`src/rtl/tusc_div.sv`:
```
// ----------------------------------------------------------------------------
// tusc_div
// Pipelined restoring divider, a fixed number of quotient bits per stage,
// with a side payload carried alongside
// ----------------------------------------------------------------------------
module tusc_div #(
  parameter int NW     = 32,
  parameter int DW     = 5,
  parameter int SW     = 1,
  parameter int K      = 8,
  parameter int STAGES = 4
) (
  input  logic              clk,
  input  logic [STAGES-1:0] en,
  input  logic [NW-1:0]     num,
  input  logic [DW-1:0]     den,
  input  logic [SW-1:0]     side,
  output logic [NW-1:0]     quo,
  output logic [DW-1:0]     rem,
  output logic [SW-1:0]     side_out
);

  localparam int NP = STAGES * K;

  logic [NP-1:0] num_q  [STAGES];
  logic [NP-1:0] quo_q  [STAGES];
  logic [DW-1:0] rem_q  [STAGES];
  logic [DW-1:0] den_q  [STAGES];
  logic [SW-1:0] side_q [STAGES];

  for (genvar g = 0; g < STAGES; g++) begin : g_stage
    logic [NP-1:0] n_in, q_in, n_next, q_next;
    logic [DW-1:0] r_in, d_in, r_next;
    logic [SW-1:0] s_in;
    logic [DW:0]   t;

    if (g == 0) begin : g_first
      assign n_in = NP'(num);
      assign q_in = '0;
      assign r_in = '0;
      assign d_in = den;
      assign s_in = side;
    end else begin : g_rest
      assign n_in = num_q[g-1];
      assign q_in = quo_q[g-1];
      assign r_in = rem_q[g-1];
      assign d_in = den_q[g-1];
      assign s_in = side_q[g-1];
    end

    always_comb begin
      n_next = n_in;
      q_next = q_in;
      r_next = r_in;
      t      = '0;
      for (int k = 0; k < K; k++) begin
        t      = {r_next, n_next[NP-1]};
        n_next = {n_next[NP-2:0], 1'b0};
        if (t >= {1'b0, d_in}) begin
          t      = t - {1'b0, d_in};
          q_next = {q_next[NP-2:0], 1'b1};
        end else begin
          q_next = {q_next[NP-2:0], 1'b0};
        end
        r_next = t[DW-1:0];
      end
    end

    always_ff @(posedge clk) begin
      if (en[g]) begin
        num_q[g]  <= n_next;
        quo_q[g]  <= q_next;
        rem_q[g]  <= r_next;
        den_q[g]  <= d_in;
        side_q[g] <= s_in;
      end
    end
  end

  assign quo      = quo_q[STAGES-1][NW-1:0];
  assign rem      = rem_q[STAGES-1];
  assign side_out = side_q[STAGES-1];

endmodule

```
`config.mk`:
```
export PLATFORM = sky130hd
export DESIGN_NAME = tusc_div
export DESIGN_NICKNAME = d
export VERILOG_FILES = /design/src/rtl/tusc_div.sv
export SDC_FILE = /design/constraint.sdc
export NUM_CORES = 1
export LEC_CHECK = 0
export BUFFER_PORTS_ARGS = -buffer_cell sky130_fd_sc_hd__buf_2
export CELL_PAD_IN_SITES_DETAIL_PLACEMENT = 0
export CELL_PAD_IN_SITES_GLOBAL_PLACEMENT = 2
export CORE_MARGIN = 8
export CORE_UTILIZATION = 30
export DETAILED_ROUTE_END_ITERATION = 8
export PLACE_DENSITY_LB_ADDON = 0.15
export SYNTH_ARGS = -nofsm -noshare
export SYNTH_HDL_FRONTEND = slang
export SYNTH_SLANG_ARGS = --single-unit
export TNS_END_PERCENT = 20
```
`constraint.sdc`:
```
create_clock -name clk -period 28.3 [get_ports clk]
set_input_delay 4.245 -clock clk [delete_from_list [all_inputs] [get_ports clk]]
set_output_delay 4.245 -clock clk [all_outputs]
set_load 0.02 [all_outputs]
```
After elaboration in Yosys (flattened, before gate mapping)
Memory sizes are Yosys's and may differ from the RTL's.
Index checks and enable logic that the tools add are counted.
{"block": "classes", "add_sub_neg": 32, "n_lt_le_gt_ge": 32, "n_mux": 72}
{"cell": "6-bit by 5-bit greater-or-equal comparator with 1-bit output", "count": 31}
{"cell": "5-bit two-way mux", "count": 32}
{"cell": "5-bit subtractor", "count": 31}
{"cell": "1-bit two-way mux", "count": 40}
{"cell": "1-bit by 5-bit greater-or-equal comparator with 1-bit output", "count": 1}
{"cell": "1-bit by 5-bit subtractor with 5-bit output", "count": 1}
{"block": "word_totals", "ff_bits": 0, "ram_bits": 268, "input_bits": 43, "out_inout_bits": 38, "n_memories": 5}
{"name": "quo_q", "depth": 4, "word_bits": 32, "rd": 4, "rd_ports_with_merged_regs": 0, "write_ports": 4, "line": "26", "rtl": "logic [NP-1:0] quo_q [STAGES];"}
{"name": "num_q", "depth": 4, "word_bits": 24, "rd": 3, "rd_ports_with_merged_regs": 0, "write_ports": 4, "line": "25", "rtl": "logic [NP-1:0] num_q [STAGES];"}
{"name": "den_q", "depth": 4, "word_bits": 5, "rd": 3, "rd_ports_with_merged_regs": 0, "write_ports": 4, "line": "28", "rtl": "logic [DW-1:0] den_q [STAGES];"}
{"name": "rem_q", "depth": 4, "word_bits": 5, "rd": 4, "rd_ports_with_merged_regs": 0, "write_ports": 4, "line": "27", "rtl": "logic [DW-1:0] rem_q [STAGES];"}
{"name": "side_q", "depth": 4, "word_bits": 1, "rd": 4, "rd_ports_with_merged_regs": 0, "write_ports": 4, "line": "29", "rtl": "logic [SW-1:0] side_q [STAGES];"}

Logic depth before layout (Yosys ltp)
Gate-level depths: netlist (run 1).
An unclocked memory read counts as a cell.
{"block": "depth", "ltp_word": 17, "depth_mapped": 76}

Least setup slack after synthesis (run 1)
OpenSTA, ideal clock, no wires.
{"block": "synth_timing", "path_kind": "input port to flip-flop", "from": "input port den[2]", "to": "memory rem_q[0][1] (data pin)", "setup_time_ps": 260, "arrival_ps": 15323, "setup_slack_ps": 12717, "path_stages": 53, "n_path_buf": 1, "path_cell_list": "or4_1 > nor2_2 > and2_1 > ha_1 > nor2b_1 > o31a_1 > nor3_1 > nor2_1 > a21oi_1 > inv_1 > ha_1 > and3_1 > a31oi_1 > o311a_1 > clkbuf_1 > mux2i_1 > ha_1 > nor2b_1 > [17 not listed] > nor2_1 > inv_1 > o21ai_0 > inv_1 > ha_1 > and3_1 > a31oi_1 > o21ai_0 > nor2_1 > nand3_1 > mux2i_1 > fa_1 > a21o_1 > a21oi_1 > nand2_1 > a21oi_1 > o21ai_1 > mux2_2"}
{"item": "start: declaration", "line": "16", "rtl": "input logic [DW-1:0] den,"}
{"item": "end: declaration", "line": "27"}

==> results of run 1 <==
kinds of logic (layout without fill, tap and decap cells):
family	Yosys count	after routing	share of synthesized area
AOI/OAI and AO/OA	308	308	0.164
and+or+nand+nor	250	250	0.101
adders and majority gates	188	188	0.194
DFF	167	167	0.377
buffers and inverters	163	274	0.0463
muxes	83	83	0.0671
xor gates and xnor gates	77	77	0.0507
layout by cell type (no fill, tap or decap), drive strengths merged, types with 16 or more instances in the layout:
cell,n
buf,87
a21boi,16
edfxtp,167
a21oi,67
nand3,16
ha,157
nand2b,26
a21o,44
fa,31
mux2i,39
clkbuf,18
mux2,44
nor2,40
xor2,26
nor2b,32
nand2,50
and3,19
o21ai,66
xnor2,51
inv,158
layout make-up:
cell class                 count  share of cell area
inverter                     155              0.0386
sequential                   167               0.333
multi-input combinational    906               0.510
clock inverter                14              0.0108
clock buffer                  18              0.0285
tap                          592              0.0492
timing repair buffer          87              0.0301
flip-flops by register name (all words and copies together) (netlist names):
signal	flops
quo_q	80
num_q	48
rem_q	20
den_q	15
side_q	4
worst max-delay path, delay by kind of cell:
family | cells | cell delay, ns
AOI/OAI and AO/OA | 20 | 5.19
adders and majority gates | 8 | 2.77
and+or+nand+nor | 14 | 2.77
muxes | 5 | 1.63
buffers and inverters | 7 | 1.11
synth_stat cells (all sizes together), types with 6 or more instances:
cell type  instances
edfxtp           167
ha               157
inv              153
a21oi             67
o21ai             66
xnor2             51
nand2             50
a21o              44
mux2              44
nor2              40
mux2i             39
nor2b             32
fa                31
nand2b            26
xor2              26
and3              19
a21boi            16
nand3             16
a31oi             14
nor3              13
o21a              11
and2              10
o211ai             9
or2                8
or3                8
a221o              7
nand4              7
o211a              7
nor3b              6
routing by layer:
metal	routed length, um	global-route usage	share of wire
met2	15700	0.225	0.46
met4	416	0.0385	0.012
met3	902	0.0295	0.027
met5	0	0	0
met1	16900	0.181	0.50
per-stage QoR:
step           area [um^2]  hold slack [ns]  utilization
6_report             15100            0.419        0.342
5_1_grt              15100            0.424        0.342
4_1_cts              15100            0.417        0.342
3_5_place_dp         14500            0.405        0.329
3_3_place_gp         14500            0.401        0.329
2_1_floorplan        13300            0.400            -
final timing paths:
path / start / to / slack, ns / depth (start not counted)
max: den[1] / rem_q[0][4] / 10.79 / 54
min: quo_q[0][0] / quo_q[1][8] / 0.42 / 0
max reg2reg: den_q[2][1] / rem_q[3][1] / 11.71 / 62
min reg2reg: quo_q[0][0] / quo_q[1][8] / 0.42 / 0
==> impl_metrics.yaml, run 1 <==
sta:
  hold_viol: 0
  fmax_mhz: 57.1
  finalSetupViolCount: 0
  slew_headroom: 0.496
  tns_ns: 0
  rsz0062_at_grt: "no"
  fin_skew_ns: 0.0115
  min_period_ns: 17.51
  final.period_utilization: 0.619
  tightest_slew_ns: 0.756
  setup_ws_ns: 10.79
  drv_slew: 0
logic_synthesis:
  ys.flop_type: "edfxtp_1"
  synth-async-reset-ratio: 0
  mappedNetlistArea_um2: 13300
  synth_top_area_cell: "edfxtp_1"
  syn-instance-count: 1236
  synth.distinct_cells: 82
  synth.area.top_cells: "edfxtp_1 38%, ha_1 15%, fa_1 4.7%, inv_1 4.3%, mux2_2 3.6%"
  postSynthAreaPerCell_um2: 10.8
  ys_seq_area_frac: 0.377
  synth-edff-count: 167
  synthesis.nets: 1467
  ys_ff_latch: 167
  yosysWarnings: 0
  synth_top_area_share: 0.377
drt:
  post-route-drc-count: 0
  avgRoutedWirePerCell_um: 17.5
  dr.pass1.iters: 5
  viasPerCell: 4.80
  routed_wirelength_um: 33900
  ant_nets: 0
  dr_total_vias: 9306
  drtIter0Drc: 464
cells_and_area:
  regArea_um2: 5010
  nNetsFinal: 1565
  instances_no_fill: 1939
  n_fill_cell: 4481
  areaGrowthSynthToFinish_pct: 13.2
  drive_gt1_frac: 0.141
  multi_input_area_um2: 7670
  insertedDiodeCount: 0
clock_tree:
  clk_path_buf_depth: 2
  cts.sinks: 167
  clock_insertion_delay_worst_skew_ns: 0.47
  numCtsBuffers: 17
  cts_tree: "built"
  clockRootBuffer: "clkbuf_16"
  cts_setup_buffers: 0
  cts-hold-fix-buffers: 0
  clock_tree.htree_level_count: 4
  cts_resized: 0
  path_clk_slew_ns: 0.07
die:
  io_pins: 81
  rows: 77
  dieHeight_um: 227
  start_util: 0.302
  die-area_um2: 51300
  die_w_um: 227
  core_um2: 44000
worst_setup_path:
  worst_path_most_repeated_cell: "ha_1"
  arrival_ns: 17.73
  cp-start-kind: "primary input"
  critPathMaxStageDelay_ns: 0.56
  crit_slowest_cell: "a311oi_2"
  path_class: "primary input to flip-flop"
  cp.required_ns: 28.52
  critPathMaxFanout: 9
  end_kind: "flip-flop"
grt:
  grt_overflow: 0
  grt_max_degree: 44
  grt_pass1_wl_um: 53900
  antenna_found_initial: 0
  grt_use_total: 0.138
  grt_pass1_vias: 9783
placement:
  hpwl_um: 25600
  post-place-cells: 1907
  pre_cts_ws_ns: 10.17
  place_congestion: 0.784
  portBuffers: 80
hold_path:
  hold_class: "flip-flop to flip-flop"
run:
  maxCapViolCount: 0
status:
  run_status: "finished, final reports clean"
Power of run 1 is left out: the tool's default activity adds up to more than one toggle a clock period on the data nets, which glitch-free logic cannot reach.
==> run 2, diff against run 1 <==
clock period = 14.3 ns   (was 28.3 ns; I/O delays follow)
==> impl_metrics.yaml, run 2 (synthesis gave the netlist of run 1 again) <==
cells_and_area:
  layout_commonest_cell: "buf_4"
  largest_reg_flops: 80
  regArea_um2: 5010
  areaGrowthSynthToFinish_pct: 31.1
  drive_gt1_frac: 0.319
  top_register: "quo_q"
  insertedDiodeCount: 0
  multi_input_area_um2: 7970
  layout_common_cells: "282 x buf_4, 167 x edfxtp_1, 157 x ha_1"
  n_fill_cell: 4367
  reg_top3: "quo_q (80), num_q (48), rem_q (20)"
  nNetsFinal: 1840
grt:
  antenna_found_initial: 0
  grt_max_degree: 44
  grt_pass1_vias: 10852
  grt_overflow: 0
  grt_use_total: 0.148
  grt_pass1_wl_um: 58500
sta:
  setup_ws_ns: 0.792
  tightest_slew_ns: 0.744
  tns_ns: 0
  rsz0062_at_grt: "yes"
  fmax_mhz: 74.0
  drv_slew: 0
  min_period_ns: 13.51
  final.period_utilization: 0.945
  fin_skew_ns: 0.0103
  hold_viol: 0
  finalSetupViolCount: 0
  slew_headroom: 0.491
worst_setup_path:
  worst_path_most_repeated_cell: "ha_1"
  critPathMaxFanout: 7
  cp.required_ns: 14.52
  cp-start-kind: "primary input"
  path_class: "primary input to flip-flop"
  end_kind: "flip-flop"
  arrival_ns: 13.73
  critPathMaxStageDelay_ns: 0.58
  crit_slowest_cell: "or4_4"
clock_tree:
  clockRootBuffer: "clkbuf_16"
  numCtsBuffers: 17
  cts-hold-fix-buffers: 0
  clk_path_buf_depth: 2
  cts.sinks: 167
  clock_insertion_delay_worst_skew_ns: 0.48
  cts_tree: "built"
  clock_tree.htree_level_count: 4
  path_clk_slew_ns: 0.07
drt:
  dr_total_vias: 10338
  viasPerCell: 4.67
  drtIter0Drc: 369
  ant_nets: 0
  avgRoutedWirePerCell_um: 16.6
  dr.pass1.iters: 5
  routed_wirelength_um: 36700
  post-route-drc-count: 0
placement:
  portBuffers: 80
  place_congestion: 0.813
  hpwl_um: 28300
  pre_cts_ws_ns: -0.664
die:
  core_um2: 44000
  die-area_um2: 51300
  start_util: 0.302
  dieHeight_um: 227
  die_w_um: 227
  rows: 77
  io_pins: 81
hold_path:
  hold_class: "flip-flop to flip-flop"
status:
  run_status: "finished, final reports clean"
run:
  maxCapViolCount: 0
run 2: final timing paths:
check	start	to	slack (ns)	cells past startpoint
max	den[2]	rem_q[0][4]	0.79	54
min	quo_q[2][21]	quo_q[3][29]	0.42	0
max reg2reg	num_q[2][23]	rem_q[3][2]	0.85	74
min reg2reg	quo_q[2][21]	quo_q[3][29]	0.42	0
run 2: worst max-delay path: cells and delay by family:
| family | cells | cell delay, ns |
|---|---|---|
| AO/OA/AOI/OAI | 18 | 3.86 |
| AND/OR/NAND/NOR | 17 | 3.14 |
| adder cells (fa/ha/maj) | 7 | 2.32 |
| multiplexers | 5 | 1.45 |
| buffers and inverters | 7 | 0.80 |
run 2: what timing repair did:
action                                  in CTS  in global routing
pin swaps                                    0                 12
endpoints found under the setup margin       5                 24
resized for setup                            1                 84
buffers inserted                             0                 13
run 2: metrics by stage:
step                hold slack (ns)  cell area (um^2)  utilization  instances
finish                        0.417             17400        0.396       2214
global route                  0.424             17400        0.396       2214
CTS                           0.416             17100        0.387       2201
detailed placement            0.405             16400        0.373       2169
global placement              0.401             16400        0.373       2169
floorplan                     0.400             13300            -       1236
run 2: layout make-up:
type,instances,share of cell area
tap,592,0.0425
clock inverter,14,0.0108
timing repair buffer,362,0.144
clock buffer,18,0.0246
inverter,155,0.0334
multi-input combinational,906,0.457
sequential,167,0.287
run 2: routing by layer:
metal | routed length (um) | share of wire | track usage | vias up
met5 | 0 | 0 | 0 | -
met2 | 17400 | 0.47 | 0.248 | 113
met1 | 17700 | 0.48 | 0.193 | 4878
met3 | 1010 | 0.028 | 0.0246 | 32
li1 | - | - | - | 5315
met4 | 552 | 0.015 | 0.0450 | 0
Power of run 2 is left out for the same reason.
